## config.mk

```make
export PLATFORM = sky130hd
export DESIGN_NAME = stop_and_wait_arq_sender
export DESIGN_NICKNAME = d
export VERILOG_FILES = /design/src/rtl/saw_pkg.sv /design/src/rtl/stop_and_wait_arq_sender.sv /design/src/rtl/saw_core.sv /design/src/rtl/saw_out.sv
export SDC_FILE = /design/constraint.sdc
export NUM_CORES = 1
export LEC_CHECK = 0
export BUFFER_PORTS_ARGS = -buffer_cell sky130_fd_sc_hd__buf_4
export CAP_MARGIN = 20
export CORE_ASPECT_RATIO = 1.5
export CORE_MARGIN = 5
export CORE_UTILIZATION = 58
export CTS_BUF_LIST = sky130_fd_sc_hd__clkbuf_2
export DETAILED_ROUTE_END_ITERATION = 10
export GPL_ROUTABILITY_DRIVEN = 1
export PLACE_DENSITY = 0.85
export SKIP_CTS_REPAIR_TIMING = 1
export SYNTH_ARGS = -nofsm -noshare
export SYNTH_HDL_FRONTEND = slang
export SYNTH_SLANG_ARGS = --single-unit
```

## constraint.sdc

```tcl
create_clock -name clk -period 7.3 [get_ports clk]
set_input_delay 1.46 -clock clk [delete_from_list [all_inputs] [get_ports clk]]
set_output_delay 1.46 -clock clk [all_outputs]
set_load 0.005 [all_outputs]
```

## src/rtl/saw_pkg.sv

```systemverilog
package saw_pkg;

	localparam int unsigned MAX_PAYLOAD = 1023;

	localparam int unsigned LEN_W = 10;
	localparam int unsigned CNT_W = 11;
	localparam int unsigned SUM_W = 18;
	localparam int unsigned ATT_W = 8;
	localparam int unsigned TICK_W = 16;
	localparam int unsigned CFG_DATA_W = 16;

	localparam int unsigned S_DATA_W = 104;
	localparam int unsigned M_DATA_W = 40;

	localparam logic [31:0] ACK_KIND = 32'd2;
	localparam logic [TICK_W-1:0] TICK_MAX = '1;

	localparam logic [ATT_W-1:0] MAX_ATTEMPTS_RST = 8'd10;
	localparam logic [TICK_W-1:0] ACK_TIMEOUT_RST = 16'd2;

	typedef enum logic [2:0] {
		OP_BYTE = 3'd0,
		OP_FRAME = 3'd1,
		OP_TICK = 3'd2,
		OP_LINK_LOST = 3'd3,
		OP_RECONNECT_FAIL = 3'd4
	} op_t;

	typedef enum logic [1:0] {
		ST_SEND = 2'd0,
		ST_DELIVERED = 2'd1,
		ST_FAILED = 2'd2,
		ST_REJECTED = 2'd3
	} status_t;

	typedef enum logic [1:0] {
		PH_IDLE = 2'd0,
		PH_WAIT = 2'd1
	} phase_t;

	typedef enum logic {
		CFG_MAX_ATTEMPTS = 1'b0,
		CFG_ACK_TIMEOUT = 1'b1
	} cfg_idx_t;

	typedef struct packed {
		logic [2:0] operation;
		logic [7:0] data_byte;
		logic last_byte;
		logic [31:0] frame_kind;
		logic [31:0] frame_seq;
		logic [31:0] frame_len;
	} item_t;

	typedef struct packed {
		logic [1:0] status;
		logic seq_bit;
		logic [LEN_W-1:0] payload_len;
		logic [SUM_W-1:0] sum_value;
		logic [ATT_W-1:0] attempt_no;
		logic need_reconnect;
	} result_t;

endpackage

```

## src/rtl/stop_and_wait_arq_sender.sv

```systemverilog
// Stop-and-wait ARQ sender. The message state is updated at the edge that accepts a word, and
// any result is placed in a two-entry output register, so a new word may be accepted every cycle
// as long as that register is not full (s_tready drops only when two results are waiting).
// Payload bytes (tuser 0) accumulate length and checksum; the byte with tlast set issues the
// first DATA request, or rejects a payload over 1023 bytes. Received headers, ticks, link loss
// and reconnect failure then drive retransmission, delivery or failure, one result at most
// per input word. Configuration writes are taken at any time but are meant for idle periods.
module stop_and_wait_arq_sender (
	input logic clk,
	input logic arst_n,
	input logic cfg_wr_en,
	input logic [0:0] cfg_index,
	input logic [saw_pkg::CFG_DATA_W-1:0] cfg_data,
	input logic s_tvalid,
	output logic s_tready,
	// data_byte, frame_kind, frame_seq, frame_len
	input logic [saw_pkg::S_DATA_W-1:0] s_tdata,
	// operation
	input logic [2:0] s_tuser,
	input logic s_tlast,
	output logic m_tvalid,
	input logic m_tready,
	// seq_bit, payload_len, sum_value, attempt_no, need_reconnect, 2 zero bits
	output logic [saw_pkg::M_DATA_W-1:0] m_tdata,
	// status
	output logic [1:0] m_tuser
);
	import saw_pkg::*;

	item_t item;
	logic accept;
	logic res_valid;
	result_t res;
	result_t out_res;

	assign item.operation = s_tuser;
	assign item.data_byte = s_tdata[7:0];
	assign item.last_byte = s_tlast;
	assign item.frame_kind = s_tdata[39:8];
	assign item.frame_seq = s_tdata[71:40];
	assign item.frame_len = s_tdata[103:72];

	assign accept = s_tvalid & s_tready;

	saw_core u_core (
		.clk(clk),
		.arst_n(arst_n),
		.cfg_wr_en(cfg_wr_en),
		.cfg_index(cfg_idx_t'(cfg_index)),
		.cfg_data(cfg_data),
		.item_valid(accept),
		.item(item),
		.res_valid(res_valid),
		.res(res)
	);

	saw_out u_out (
		.clk(clk),
		.arst_n(arst_n),
		.push(accept & res_valid),
		.push_data(res),
		.space(s_tready),
		.out_valid(m_tvalid),
		.out_ready(m_tready),
		.out_data(out_res)
	);

	assign m_tuser = out_res.status;
	assign m_tdata = {2'b00, out_res.need_reconnect, out_res.attempt_no,
		out_res.sum_value, out_res.payload_len, out_res.seq_bit};

endmodule

```

## src/rtl/saw_core.sv

```systemverilog
module saw_core (
	input logic clk,
	input logic arst_n,
	input logic cfg_wr_en,
	input saw_pkg::cfg_idx_t cfg_index,
	input logic [saw_pkg::CFG_DATA_W-1:0] cfg_data,
	input logic item_valid,
	input saw_pkg::item_t item,
	output logic res_valid,
	output saw_pkg::result_t res
);
	import saw_pkg::*;

	logic [ATT_W-1:0] max_attempts_q;
	logic [TICK_W-1:0] ack_timeout_q;

	phase_t phase_q, phase_d;
	logic seq_q, seq_d;
	logic [CNT_W-1:0] count_q, count_d;
	logic [SUM_W-1:0] sum_q, sum_d;
	logic [ATT_W-1:0] att_q, att_d;
	logic [TICK_W-1:0] ticks_q, ticks_d;
	logic too_long_q, too_long_d;

	always_ff @(posedge clk or negedge arst_n) begin
		if (!arst_n) begin
			max_attempts_q <= MAX_ATTEMPTS_RST;
			ack_timeout_q <= ACK_TIMEOUT_RST;
		end else if (cfg_wr_en) begin
			case (cfg_index)
				CFG_MAX_ATTEMPTS: max_attempts_q <= cfg_data[ATT_W-1:0];
				CFG_ACK_TIMEOUT: ack_timeout_q <= cfg_data[TICK_W-1:0];
				default: ;
			endcase
		end
	end

	always_ff @(posedge clk or negedge arst_n) begin
		if (!arst_n) begin
			phase_q <= PH_IDLE;
			seq_q <= 1'b0;
			count_q <= '0;
			sum_q <= '0;
			att_q <= '0;
			ticks_q <= '0;
			too_long_q <= 1'b0;
		end else if (item_valid) begin
			phase_q <= phase_d;
			seq_q <= seq_d;
			count_q <= count_d;
			sum_q <= sum_d;
			att_q <= att_d;
			ticks_q <= ticks_d;
			too_long_q <= too_long_d;
		end
	end

	logic [CNT_W-1:0] count_inc;
	logic [TICK_W-1:0] ticks_inc;
	logic retx;
	logic retx_rc;
	logic fin;
	status_t fin_status;

	always_comb begin
		phase_d = phase_q;
		seq_d = seq_q;
		count_d = count_q;
		sum_d = sum_q;
		att_d = att_q;
		ticks_d = ticks_q;
		too_long_d = too_long_q;
		res_valid = 1'b0;
		res = '0;
		retx = 1'b0;
		retx_rc = 1'b0;
		fin = 1'b0;
		fin_status = ST_FAILED;

		count_inc = (count_q <= CNT_W'(MAX_PAYLOAD)) ? count_q + CNT_W'(1) : count_q;
		ticks_inc = (ticks_q < TICK_MAX) ? ticks_q + TICK_W'(1) : ticks_q;

		if (phase_q != PH_WAIT) begin
			if (item.operation == OP_BYTE) begin
				count_d = count_inc;
				if (count_inc > CNT_W'(MAX_PAYLOAD))
					too_long_d = 1'b1;
				sum_d = sum_q + SUM_W'(item.data_byte);
				if (item.last_byte) begin
					res_valid = 1'b1;
					if (too_long_d) begin
						res.status = ST_REJECTED;
						res.seq_bit = seq_q;
						phase_d = PH_IDLE;
						count_d = '0;
						sum_d = '0;
						att_d = '0;
						ticks_d = '0;
						too_long_d = 1'b0;
					end else begin
						phase_d = PH_WAIT;
						att_d = ATT_W'(1);
						ticks_d = '0;
						res.status = ST_SEND;
						res.seq_bit = seq_q;
						res.payload_len = count_d[LEN_W-1:0];
						res.sum_value = sum_d;
						res.attempt_no = ATT_W'(1);
					end
				end
			end
		end else begin
			case (item.operation)
				OP_FRAME: begin
					if (item.frame_len > 32'(MAX_PAYLOAD)) begin
						retx = 1'b1;
						retx_rc = 1'b1;
					end else if (item.frame_kind == ACK_KIND &&
							item.frame_seq == {31'b0, seq_q}) begin
						fin = 1'b1;
						fin_status = ST_DELIVERED;
					end else begin
						retx = 1'b1;
					end
				end
				OP_TICK: begin
					ticks_d = ticks_inc;
					if (ticks_inc >= ack_timeout_q)
						retx = 1'b1;
				end
				OP_LINK_LOST: begin
					retx = 1'b1;
					retx_rc = 1'b1;
				end
				OP_RECONNECT_FAIL: begin
					fin = 1'b1;
				end
				default: ;
			endcase

			if (retx) begin
				if (att_q >= max_attempts_q) begin
					fin = 1'b1;
				end else begin
					att_d = att_q + ATT_W'(1);
					ticks_d = '0;
					res_valid = 1'b1;
					res.status = ST_SEND;
					res.seq_bit = seq_q;
					res.payload_len = count_q[LEN_W-1:0];
					res.sum_value = sum_q;
					res.attempt_no = att_d;
					res.need_reconnect = retx_rc;
				end
			end

			if (fin) begin
				res_valid = 1'b1;
				res.status = fin_status;
				res.seq_bit = seq_q;
				res.payload_len = count_q[LEN_W-1:0];
				res.sum_value = sum_q;
				res.attempt_no = att_q;
				res.need_reconnect = 1'b0;
				if (fin_status == ST_DELIVERED)
					seq_d = ~seq_q;
				phase_d = PH_IDLE;
				count_d = '0;
				sum_d = '0;
				att_d = '0;
				ticks_d = '0;
				too_long_d = 1'b0;
			end
		end
	end

endmodule

```

## src/rtl/saw_out.sv

```systemverilog
module saw_out (
	input logic clk,
	input logic arst_n,
	input logic push,
	input saw_pkg::result_t push_data,
	output logic space,
	output logic out_valid,
	input logic out_ready,
	output saw_pkg::result_t out_data
);
	import saw_pkg::*;

	logic main_valid_q;
	logic skid_valid_q;
	result_t main_q;
	result_t skid_q;

	assign space = ~skid_valid_q;
	assign out_valid = main_valid_q;
	assign out_data = main_q;

	always_ff @(posedge clk or negedge arst_n) begin
		if (!arst_n) begin
			main_valid_q <= 1'b0;
			skid_valid_q <= 1'b0;
		end else if (!main_valid_q || out_ready) begin
			main_valid_q <= skid_valid_q | push;
			skid_valid_q <= 1'b0;
		end else if (push) begin
			skid_valid_q <= 1'b1;
		end
	end

	always_ff @(posedge clk) begin
		if (!main_valid_q || out_ready) begin
			main_q <= skid_valid_q ? skid_q : push_data;
		end else if (push) begin
			skid_q <= push_data;
		end
	end

endmodule
```

# == Word-level counts from Yosys, hierarchy flattened ==
# Index checks and enable logic that the tools add are counted.
# classes
n_addsub,4
mul,0
div,0
order_cmp,6
eq_ne,11
n_shift,0
mux,73
bitwise,8
n_reduce_logical,15
# ops
op,count
$mux 16,8
$mux 40,3
$mux 39,3
$mux 18,5
$mux 11,6
$mux 8,6
$mux 38,1
$mux 36,1
$eq 32x1->1,1
$eq 32x2->1 const B,1
$gt 32x10->1 const B,1
$mux 1,28
$add 18x8->18,1
$add 16x1->16 const B,1
$ge 16x16->1,1
$lt 16x16->1 const B,1
$mux 2,8
$add 11x1->11 const B,1
$gt 11x10->1 const B,1
$le 11x10->1 const B,1
$add 8x1->8 const B,1
$ge 8x8->1,1
$reduce_and 4->1,2
$eq 3x2->1 const B,2
other kinds (21),32
# word_totals
regBits,163
latchBits,0
ramBits,0
romBits,0
in_bits,130
out_inout_bits,44
word_cells,140
memories,0

# == Longest topological paths before layout ==
# Gate-level depths: netlist of run 1.
# logic_depth
word_depth,13
ltp_mapped,17
mapped_depth_nobuf,14

# == Modules after synthesis ==
# From an unflattened synthesis of run 1, not the netlist that was laid out.
# hier_totals
cells_unflattened,869
hier_area_um2,9252.6
# by_module_without_submodules
module,instances,cells_per_inst,area_per_inst_um2,seq_area_each_um2
saw_core,1,730,6055.8,2005.7
saw_out,1,134,3165.5,2452.4
stop_and_wait_arq_sender,1,5,31.3,0.0

# == Worst setup path after synthesis of run 1 ==
# No wires, ideal clock.
# synth_path
kind,register to register
start,register u_core.ticks_q[6]
end,register u_out.skid_q[0] in the netlist's numbering (enable)
setup_ns,0.438
arrival_ns,4.851
required_time_ns,6.862
setup_slack_ns,2.012
path_stages_with_launch,16
path_buffers,2
period_less_slack_ns,5.288
cell_sequence,dfrtp_1 -> clkbuf_1 -> and4_1 -> nand4_1 -> nor3_1 -> nor2_1 -> and3_1 -> xor2_1 -> ha_1 -> and4_1 -> nand2_1 -> or3_1 -> o22ai_1 -> nor2_1 -> clkbuf_1 -> nor2_1
# synth_via
elab_chain_len,12
word_cells_on_any_way,14
cone_classes,add/sub (1); order compare (2); mux (9); bitwise (1); reduce/logical (1)
# synth_rtl
element,line_no,source
start: declaration,saw_core.sv:22,"logic [TICK_W-1:0] ticks_q, ticks_d;"
start signal: assignment,saw_core.sv:53,ticks_q <= ticks_d;
$add 16x1->16 / $lt 16x16->1 (equally long branches),saw_core.sv:81,ticks_inc = (ticks_q < TICK_MAX) ? ticks_q + TICK_W'(1) : ticks_q;
$mux 16 *,saw_core.sv:81,
$ge 16x16->1 *,saw_core.sv:128,if (ticks_inc >= ack_timeout_q)
$mux 1 *,saw_core.sv:128,
$pmux 1 s3 *,saw_core.sv:113,case (item.operation)
$mux 1 *,saw_core.sv:83,if (phase_q != PH_WAIT) begin
$mux 1,saw_core.sv:141,if (retx) begin
$mux 1,saw_core.sv:83,
$mux 1 *,saw_core.sv:157,if (fin) begin
$mux 1 *,saw_core.sv:83,
$and 1x1->1 *,stop_and_wait_arq_sender.sv:60,".push(accept & res_valid),"
$reduce_and 2->1 (no source line) *,--,
end signal: assignment,saw_out.sv:38,skid_q <= push_data;
end: declaration,saw_out.sv:16,result_t skid_q;
# Every way passes the cells marked *; elsewhere a longest branch is shown, timed or not. The select of a mux whose other input is x is not followed.
# A chain may end at the register's enable or synchronous reset.

# == Worst setup path after layout of run 1 ==
# layout_path
start,register u_core.ticks_q[6]
end,"register u_out.main_q, in the netlist u_out.out_data[7], data pin"
# layout_via
elab_chain_len,11
word_cells_on_any_way,13
cone_classes,add/sub (1); order compare (2); mux (10)
# layout_rtl
element,line_no,source
$add 16x1->16 / $lt 16x16->1 (equally long branches),saw_core.sv:81,
$mux 16 *,saw_core.sv:81,
$ge 16x16->1 *,saw_core.sv:128,
$mux 1 *,saw_core.sv:128,
$pmux 1 s3 *,saw_core.sv:113,
$mux 1 *,saw_core.sv:83,
$mux 1,saw_core.sv:141,
$mux 1,saw_core.sv:83,
$mux 40 *,saw_core.sv:157,
$mux 39 *,saw_core.sv:83,
$mux 40 *,saw_out.sv:36,main_q <= skid_valid_q ? skid_q : push_data;
end signal: assignment,saw_out.sv:36,
end: declaration,saw_out.sv:15,result_t main_q;
# Marks and branches as above.

==> results of run 1 <==
through the flow:
| stage | setup slack [ns] | cells | utilization | total power (W) | hold WS (ns) |
|---|---|---|---|---|---|
| 2_1_floorplan | 2.01 | 920 | - | 0.00160 | 0.464 |
| 3_3_place_gp | 2.30 | 1248 | 0.669 | 0.00189 | 0.486 |
| 3_5_place_dp | 2.23 | 1248 | 0.669 | 0.00192 | 0.493 |
| 4_1_cts | 2.18 | 1280 | 0.682 | 0.00238 | 0.534 |
| 5_1_grt | 1.76 | 1281 | 0.683 | 0.00250 | 0.537 |
| 6_report | 2.13 | 1281 | 0.683 | 0.00237 | 0.536 |
cells in the mapped netlist, types with 9 or more instances:
cell      instances  share of area
edfxtp_1         80           0.26
dfrtp_1          79           0.21
nand2_1          72          0.029
o21ai_0          72          0.038
nor2_1           50          0.020
mux2_2           44          0.053
inv_1            42          0.017
nor4_1           42          0.028
a21oi_1          38          0.020
clkbuf_1         35          0.014
ha_1             35          0.047
nor3_1           27          0.014
nand3_1          24          0.013
a31oi_1          20          0.013
nand4_1          19          0.013
a22o_1           16          0.015
nand2b_1         16          0.011
and3_1           15          0.010
a211o_1          10         0.0093
o31ai_1          10         0.0080
xnor2_1          10         0.0093
and2_1            9         0.0060
and4_1            9         0.0084
xor2_1            9         0.0084
cell type report:
class,count,area [um2]
Antenna cell,1,2.50
Clock buffer,18,90.1
Clock inverter,14,130
Fill cell,1289,5090
Inverter,42,158
Multi-Input combinational cell,671,4600
Sequential cell,162,4460
Tap cell,206,258
Timing Repair Buffer,167,1250
cells by family after synthesis:
kind of cell    Yosys count
other cells               1
xor+xnor                 19
simple gates            313
fa+ha+maj                36
buf+inv                  87
compound gates          249
mux                      52
flops                   162
power groups by stage:
stage	combinational [W]	clock, W	sequential, W
floorplan	0.000402	0	0.00120
global placement	0.000674	0	0.00122
detailed placement	0.000695	0	0.00122
CTS	0.000701	0.000475	0.00120
global route	0.000765	0.000514	0.00122
finish	0.000700	0.000464	0.00121
worst paths after layout:
check / start / slack, ns / cells past startpoint / end
max in group asynchronous: arst_n / 5.66 / 2 / u_core.too_long_q
hold reg to reg: u_core.count_q[9] / 0.54 / 1 / u_core.count_q[9]
setup / recovery: u_core.ticks_q[6] / 2.13 / 14 / u_out.out_data[7]
setup reg to reg: u_core.ticks_q[6] / 2.13 / 14 / u_out.out_data[7]
min in group asynchronous: arst_n / 0.58 / 1 / u_core.max_attempts_q[4]
hold / removal: u_core.count_q[9] / 0.54 / 1 / u_core.count_q[9]
worst register-to-register path: cells and delay by family (launching register included):
family	cells	cell delay [ns]
xor gates and xnor gates	1	0.16
and+or+nand+nor	9	2.56
AOI/OAI and AO/OA	3	1.50
DFF	1	0.52
adders and majority gates	1	0.31
state kept, by name, indices dropped and copies added, names as in the netlist:
signal                 count
u_core.too_long_q          1
u_core.count_q            11
u_core.att_q               8
u_core.phase_q             1
u_core.ticks_q            16
u_out.skid_q              40
u_core.ack_timeout_q      16
u_out.skid_valid_q         1
u_core.seq_q               1
u_out.out_valid            1
u_core.max_attempts_q      8
u_out.out_data            40
u_core.sum_q              18
metal layers:
layer | track usage | share of wire | vias to the layer above
met3 | 0.0543 | 0.057 | 52
met5 | 0 | 0 | -
met2 | 0.452 | 0.52 | 320
li1 | - | - | 3796
met4 | 0.109 | 0.029 | 0
met1 | 0.316 | 0.40 | 3898
==> summary.md, run 1 <==
| Metric | Value |
|---|---|
| Status | `finished clean` |
| CTS Buf Count | `17` |
| DR vias | `8066` |
| Commonest non-fill, non-tap cell in the layout | `buf_4` |
| Critical Path Max Stage Delay | `0.89 ns` |
| Synth Area in XOR/XNOR | `0.0177` |
| Internal Pwr Total | `around 0.0016 W` |
| I/O Buffers | `161` |
| Die Wd | `114 um` |
| Die H | `166 um` |
| Cell area after synthesis | `9390 um2` |
| HP Class | `reg -> reg` |
| Post-synthesis adder-cell area fraction | `0.0488` |
| H-tree levels | `4` |
| Maximum vdd drop | `172 uV` |
| Die ar. | `18900 um2` |
| RSZ-0062 raised after global routing | `false` |
| Placed cell area | `10700 um2` |
| Detailed Place HPWL | `approximately 18000 um` |
| Critical Path Source Type | `flop` |
| CP Capture Type | `flop` |
| Leakage Power | `about 4.8 nW` |
| Clk pwr share | `0.196` |
| Ports | `174` |
| Mux share of post-synthesis cell area | `0.0634` |
| Post-synth EDFFs | `80` |
| Reg power frac | `0.509` |
| Combinational share of power | `0.295` |
| Core area | `16000 um2` |
| Relative slew slack | `0.280` |
| Simple-gate portion of the synthesized area | `0.177` |
| CP delay by family, top | `simple AND/OR/NAND/NOR gates` |
| Average wire per standard cell | `~19 um` |
| Max_cap viols | `0` |
| Layout cells sized above 1 | `0.247` |
| First-pass DRT Iterations | `6` |
| Area Overhead vs Synth | `16.6%` |
| Setup Viol. Count Final | `0` |
| Fmax | `just under 0.2 GHz` |
| Switch share | `0.344` |
| Vias per cell | `6.30` |
| Vias in the first global route | `8033` |
| Most frequent cells in the layout | `buf_4, edfxtp_1, dfrtp_1` |
| Asr flop ratio synth | `0.506` |
| Psw | `between 0.0008 and 0.0009 W` |
| Number of synthesized register bits | `162` |
| Clock sinks | `162` |
| Critical path arrival | `5.80 ns` |
| Cell count after synthesis | `around 920` |
| Crit path buffers/inverters | `0` |
| Post-Syn Area per Cell | `10.2 um2` |
| Number of routed nets with antenna violations | `0` |
| CTS tree | `yes` |
| Drc violations | `0` |
| Total detailed-routing wirelength | `about 25000 um` |
| Crit share post-route | `0.709` |
| Global-route wire length before repair | `39600 um` |
| Core Rows | `between 50 and 60` |
| Final layout net count | `~1200` |
| Cell variety after synth | `78` |
| Setup TNS | `0 ns` |
| GPL Wtd Cong | `between 0.9 and 1` |
| Critical path required time | `7.93 ns` |
| Main combinational cell family by area after synthesis | `compound AO/OA/AOI/OAI gates` |
| Critical path type | `reg -> reg` |
| Antenna violations before repair | `1` |
| Starting density of the core | `0.585` |
| CP cell instances | `and4_1, nand4_1, nor3_1, nor2_1, and3_1, xor2_1, ha_1, and4_1, nand2_1, or2_2, o221ai_2, o21a_1, nand2_1, a41oi_1` |
| Critical path fanouts, max | `26` |
| Finished Cell Area | `11000 um2` |
| Sequential element share of the synthesized area | `0.475` |
| Main flop type after synthesis | `edfxtp_1` |
| Largest net degree at the start of global routing | `between 50 and 60` |
| Hold Violations, Final | `0` |
| Drt initial violations | `654` |
| Synth Area in Compound Gates | `0.181` |
| Overall routing resource usage | `0.262` |
| GRT Residual Overflow | `0` |
| Max-slew violation count | `0` |
| Pwr dens | `216 nW/um2` |
| Slowest cell on the critical path | `o21a_1` |
| Yosys warns | `0` |
| Clock transition at path regs | `0.24 ns` |
| Final min period | `5.17 ns` |
| Setup Skew | `roughly 0.038 ns` |
| Clock Root Buffer | `clkbuf_2` |
| CTS max path bufs | `2` |
| Worst slew pin tran | `1.08 ns` |
| Skew-Pair Late Insertion Delay | `0.79 ns` |
Note: power is estimated with default switching activity, not from simulation.
==> run 2: changes to the inputs <==
==> constraint.sdc (replaced) <==
create_clock -name clk -period 4.81 [get_ports clk]
set_input_delay 0.962 -clock clk [delete_from_list [all_inputs] [get_ports clk]]
set_output_delay 0.962 -clock clk [all_outputs]
set_load 0.005 [all_outputs]
==> run 2 against run 1 <==
Compared with the run above:
- sequential power rose by 51%
- clock-buffer cell count rose by 3
- first-iteration DRC count increased by 9.3%
- wire length is 1.3% higher
- utilization up 1.3 points
- register-to-register slack worse by 1.8 ns
- sequential share of layout area fell by 0.78 points
- fmax up 16%
- critical endpoint is now u_out.out_data[30]
- largest cell class unchanged
- highest routed layer unchanged
==> summary.md, run 2 (synthesis gave the netlist of run 1 again) <==
| Metric | Value |
|---|---|
| Status | `finished clean` |
| Die Wd | `114 um (unchanged)` |
| Maximum vdd drop | `263 uV (+53%)` |
| Number of routed nets with antenna violations | `0 (unchanged)` |
| RSZ-0062 raised after global routing | `false` |
| CP cell instances | `ha_1, nand2_1, nor3_1, nor2_1, and3_1, xor2_1, ha_1, and4_1, a21o_1, a211oi_4, o221ai_2, o21a_1, buf_12, a211o_1, mux2_2` |
| Die H | `166 um (unchanged)` |
| DR vias | `8184 (+1.5%)` |
| Die ar. | `18900 um2 (unchanged)` |
| # fillers | `1241 (-3.7%)` |
| Ports | `174 (unchanged)` |
| Antenna violations before repair | `1 (unchanged)` |
| GRT Residual Overflow | `0 (unchanged)` |
| Clock Root Buffer | `clkbuf_2` |
| Setup TNS | `0 ns (unchanged)` |
| Most frequent cells in the layout | `buf_4, edfxtp_1, dfrtp_1` |
| Setup Skew | `0.0374 ns (-0.00104 ns)` |
| Worst setup startpoint | `u_core.ticks_q[0]` |
| CTS tree | `yes` |
| Vias in the first global route | `8082 (+0.61%)` |
| Area Overhead vs Synth | `18.9%` |
| Crit share post-route | `0.927 (+0.218)` |
| CTS Buf Count | `17 (unchanged)` |
| CTS max path bufs | `2 (unchanged)` |
| H-tree levels | `4 (unchanged)` |
| Average wire per standard cell | `19.4 um (about the same)` |
| Commonest non-fill, non-tap cell in the layout | `buf_4` |
| Critical Path Source Type | `flop` |
| Finished Cell Area | `11200 um2 (+1.9%)` |
| Starting density of the core | `0.585 (unchanged)` |
| Slowest cell on the critical path | `dfrtp_1` |
| CP Capture Type | `flop` |
| Final layout net count | `1243 (+1.3%)` |
| Core Rows | `57 (unchanged)` |
| Max-slew violation count | `0 (unchanged)` |
| Worst reg2reg startpoint | `u_core.ticks_q[0]` |
| Skew-Pair Late Insertion Delay | `0.76 ns (-0.03 ns)` |
| Overall routing resource usage | `0.266 (+0.00430)` |
| GPL Wtd Cong | `0.945 (+0.17%)` |
| Largest net degree at the start of global routing | `83 (+63%)` |
| Relative slew slack | `0.301 (+0.0209)` |
| Placed cell area | `10900 um2 (+1.3%)` |
| Layout cells sized above 1 | `0.260 (+0.0129)` |
| Critical path arrival | `4.97 ns (-0.83 ns)` |
| Clock transition at path regs | `0.24 ns (about the same)` |
| Critical path type | `reg -> reg` |
| Max_cap viols | `0 (unchanged)` |
| Critical path required time | `5.32 ns (-2.61 ns)` |
| Drt initial violations | `715 (+9.3%)` |
| Area occupied by multi-input gates | `4600 um2 (unchanged)` |
| Critical Path Max Stage Delay | `0.52 ns (-0.37 ns)` |
| Drc violations | `0 (unchanged)` |
| First-pass DRT Iterations | `8 (+2)` |
| Vias per cell | `6.31 (+0.21%)` |
| Core area | `16000 um2 (unchanged)` |
| Clock sinks | `162 (unchanged)` |
| Final min period | `4.46 ns (-0.715 ns)` |
| Leakage Power | `4.90 nW (+2.7%)` |
| Detailed Place HPWL | `18300 um (+0.73%)` |
| Global-route wire length before repair | `40500 um (+2.4%)` |
| HP Class | `in -> async` |
| Critical path fanouts, max | `16 (-38%)` |
| CP most frequent cell | `ha_1` |
| Setup Viol. Count Final | `0 (unchanged)` |
| I/O Buffers | `161 (unchanged)` |
| Pwr dens | `335 nW/um2 (+55%)` |
| Fmax | `0.224 GHz (+16%)` |
| Hold Violations, Final | `0 (unchanged)` |
| Total detailed-routing wirelength | `25200 um (+1.3%)` |
| Worst slew pin tran | `1.05 ns (-0.0314 ns)` |
| Sequential cell area | `4460 um2 (unchanged)` |
-- run 2: worst paths after layout --
check | endpoint | slack [ns] | cells past startpoint
min in group clk | u_core.ack_timeout_q[15] | 0.42 | 2
worst min-delay path | u_out.out_valid | 0.15 | 1
worst max register to register | u_out.out_data[30] | 0.35 | 15
max in group asynchronous | u_core.ack_timeout_q[1] | 3.99 | 2
worst min register to register | u_core.ack_timeout_q[9] | 0.53 | 1
worst max-delay path | u_out.out_data[30] | 0.35 | 15
-- run 2: power breakdown --
part / internal [W] / total [W] / switching, W
sequential: 0.00169 / 0.00183 / 0.000142
combinational: 0.000492 / 0.00108 / 0.000586
clock: 0.000347 / 0.000831 / 0.000484
total: 0.00253 / 0.00374 / 0.00121
-- run 2: layout make-up --
type / instances / area share
clock inverters: 11 / 0.0146
well taps: 206 / 0.0231
repair buffers: 183 / 0.127
flip-flops and latches: 162 / 0.399
inverters: 42 / 0.0141
diodes: 1 / 0.000224
multi-input cells: 671 / 0.412
clock buffers: 21 / 0.00941
-- run 2: critical path: cells and delay by family (launching register included) --
kind / cells / cell delay (ns)
multiplexers: 1 / 0.27
AO/OA/AOI/OAI: 5 / 1.35
buffers and inverters: 1 / 0.17
flip-flops: 1 / 0.52
XOR/XNOR: 1 / 0.15
AND/OR/NAND/NOR: 5 / 1.24
adder cells (fa/ha/maj): 2 / 0.53
-- run 2: routing by layer --
metal	share of wire	routed length [um]	GRT usage
met3	0.059	1490	0.0379
met4	0.035	887	0.113
met2	0.51	12800	0.454
met1	0.40	9970	0.337
met5	0	0	0
-- run 2: through the flow --
stage | utilization | power (W) | hold WS (ns) | setup WS (ns) | std cells
after floorplan | - | 0.00243 | 0.464 | 0.186 | 920
after global placement | 0.677 | 0.00288 | 0.489 | 0.553 | 1263
after detailed placement | 0.677 | 0.00292 | 0.494 | 0.489 | 1263
after CTS | 0.694 | 0.00374 | 0.347 | 0.420 | 1295
after global routing | 0.696 | 0.00394 | 0.110 | 0.169 | 1297
final | 0.696 | 0.00374 | 0.146 | 0.352 | 1297
==> run 3: changes to the inputs <==
==> constraint.sdc (replaced) <==
create_clock -name clk -period 4.2 [get_ports clk]
set_input_delay 0.84 -clock clk [delete_from_list [all_inputs] [get_ports clk]]
set_output_delay 0.84 -clock clk [all_outputs]
set_load 0.005 [all_outputs]
==> run 3 against run 2 <==
Compared with the run above:
- setup slack got worse by 0.20 ns
- clock skew rose by 0.0042 ns
- final cell count rose by 2.5%
- clock power rose by 6.5%
- utilization rose by 1.6 points
- non-clock buffer count rose by 33
- critical path type unchanged
==> summary.md, run 3 (synthesis gave the netlist of run 1 again) <==
| Metric | Value |
|---|---|
| CTS tree | `yes` |
| Finished Cell Area | `11400 um2 (+2.3%)` |
| Post-Place Cells | `1294 (+2.5%)` |
| Max-slew violation count | `0 (unchanged)` |
| Most frequent cells in the layout | `buf_4, edfxtp_1, dfrtp_1` |
| Placed cell area | `11100 um2 (+2.3%)` |
| Vias in the first global route | `8119 (+0.46%)` |
| Critical path arrival | `4.57 ns (-0.40 ns)` |
| Layout cells sized above 1 | `0.286 (+0.0262)` |
| Reg2Reg Capture Point | `u_out.out_data[30]` |
| Max_cap viols | `0 (unchanged)` |
| Status | `finished clean` |
| R2R Setup Slk | `0.15 ns (-0.20 ns)` |
| Worst reg2reg path depth | `14 (-1)` |
| Critical path required time | `4.72 ns (-0.60 ns)` |
| Worst setup startpoint | `u_core.ticks_q[4]` |
| CTS max path bufs | `2 (unchanged)` |
| Die H | `166 um (unchanged)` |
| Number of routed nets with antenna violations | `0 (unchanged)` |
| Starting density of the core | `0.585 (unchanged)` |
| Clock transition at path regs | `0.25 ns (about the same)` |
| Vias per cell | `6.32 (+0.21%)` |
| Maximum vdd drop | `324 uV (+23%)` |
| Ports | `174 (unchanged)` |
| Drc violations | `0 (unchanged)` |
| Final layout net count | `1276 (+2.7%)` |
| GRT Residual Overflow | `0 (unchanged)` |
| Commonest non-fill, non-tap cell in the layout | `buf_4` |
| CTS Buf Count | `17 (unchanged)` |
| Critical Path Source Type | `flop` |
| Clock sinks | `162 (unchanged)` |
| Fmax | `0.247 GHz (+10%)` |
| Die ar. | `18900 um2 (unchanged)` |
| First-pass DRT Iterations | `6 (-2)` |
| Critical path type | `reg -> reg` |
| Area Overhead vs Synth | `21.6%` |
| Core area | `16000 um2 (unchanged)` |
| Number of non-filler instances in the completed layout | `1330 (+2.5%)` |
| CP cell instances | `and4_1, nand2_1, o21bai_1, nor2_1, xor2_1, ha_1, and3_1, o311a_1, a211oi_4, o221ai_2, o21a_1, buf_12, a211o_1, mux2_2` |
| DR vias | `8410 (+2.8%)` |
| GPL Wtd Cong | `0.970 (+2.7%)` |
| Drt initial violations | `758 (+6.0%)` |
| I/O Buffers | `161 (unchanged)` |
| WHS | `0.181 ns (+0.0350 ns)` |
| Final min period | `4.05 ns (-0.413 ns)` |
| CP Capture Type | `flop` |
| Global-route wire length before repair | `40200 um (-0.89%)` |
| Slowest cell on the critical path | `dfrtp_1` |
| Setup Viol. Count Final | `0 (unchanged)` |
| Detailed Place HPWL | `18400 um (+0.84%)` |
| Worst reg2reg startpoint | `u_core.ticks_q[4]` |
| HP Class | `in -> async` |
| H-tree levels | `4 (unchanged)` |
| Antenna violations before repair | `1 (unchanged)` |
| Setup Skew | `0.0416 ns (+0.00424 ns)` |
| Pwr dens | `373 nW/um2 (+11%)` |
| Total detailed-routing wirelength | `25400 um (+1.0%)` |
| Relative slew slack | `0.303 (+0.00137)` |
| Critical path fanouts, max | `26 (+10)` |
| Core Rows | `57 (unchanged)` |
| Skew-Pair Late Insertion Delay | `0.77 ns (about the same)` |
| Setup TNS | `0 ns (unchanged)` |
| Hold Violations, Final | `0 (unchanged)` |
| Crit share post-route | `0.963 (+0.0363)` |
| Critical Path Max Stage Delay | `0.46 ns (-0.06 ns)` |
| Leakage Power | `5.08 nW (+3.7%)` |
| Worst slew pin tran | `1.05 ns (-0.00206 ns)` |
| Clock Root Buffer | `clkbuf_2` |
| Largest net degree at the start of global routing | `70 (-16%)` |
| Average wire per standard cell | `19.1 um (-1.5%)` |
| Overall routing resource usage | `0.266 (-0.000493)` |
| Die Wd | `114 um (unchanged)` |
run 3: changes by cell type in the layout (fill, tap and decap cells not counted), moves of 2 or more:
cell and change:
buf_4 +33, inv_6 +4, clkinv_2 -3, bufinv_16 -2, clkbuf_2 -2, nor3_1 -2
run 3: worst max-delay path, delay by kind of cell, from the launching register on:
kind                     cells  cell delay [ns]
AO/OA/AOI/OAI                6             1.60
AND/OR/NAND/NOR              4             0.76
flip-flops                   1             0.46
adder cells (fa/ha/maj)      1             0.30
multiplexers                 1             0.27
XOR/XNOR                     1             0.26
buffers and inverters        1             0.18
run 3: metrics by stage:
stage	total power, W	utilization	setup slack (ns)
global route	0.00450	0.712	-0.0327
floorplan	0.00279	-	-0.145
finish	0.00426	0.712	0.155
global placement	0.00333	0.693	0.243
detailed placement	0.00338	0.693	0.177
CTS	0.00426	0.708	0.110
run 3: report_power, final:
group | total, W | internal (W) | switching (W)
registers | 0.00209 | 0.00193 | 0.000153
logic | 0.00129 | 0.000590 | 0.000701
clock network | 0.000885 | 0.000290 | 0.000595
total | 0.00426 | 0.00281 | 0.00145
run 3: cell type report:
type                    instances  area, um2
multi-input cells             671       4640
fillers                      1241       4620
flip-flops and latches        162       4460
repair buffers                216       1660
well taps                     206        258
inverters                      42        158
clock inverters                13        150
clock buffers                  19       95.1
diodes                          1       2.50
run 3: metal layers:
layer	vias to the layer above	share of wire	routed length, um	global-route usage
li1	3899	-	-	-
met1	4066	0.39	9890	0.329
met3	66	0.064	1630	0.0540
met2	379	0.51	13000	0.452
met5	-	0	0	0
met4	0	0.035	887	0.109
run 3: worst max path at each step:
stage,end,slack [ns]
floorplan,u_out.skid_q[0],-0.15
global placement,u_out.out_data[35],0.24
detailed placement,u_out.out_data[31],0.18
CTS,u_out.out_data[31],0.11
global route,u_out.out_data[30],-0.03
finish,u_out.out_data[30],0.15
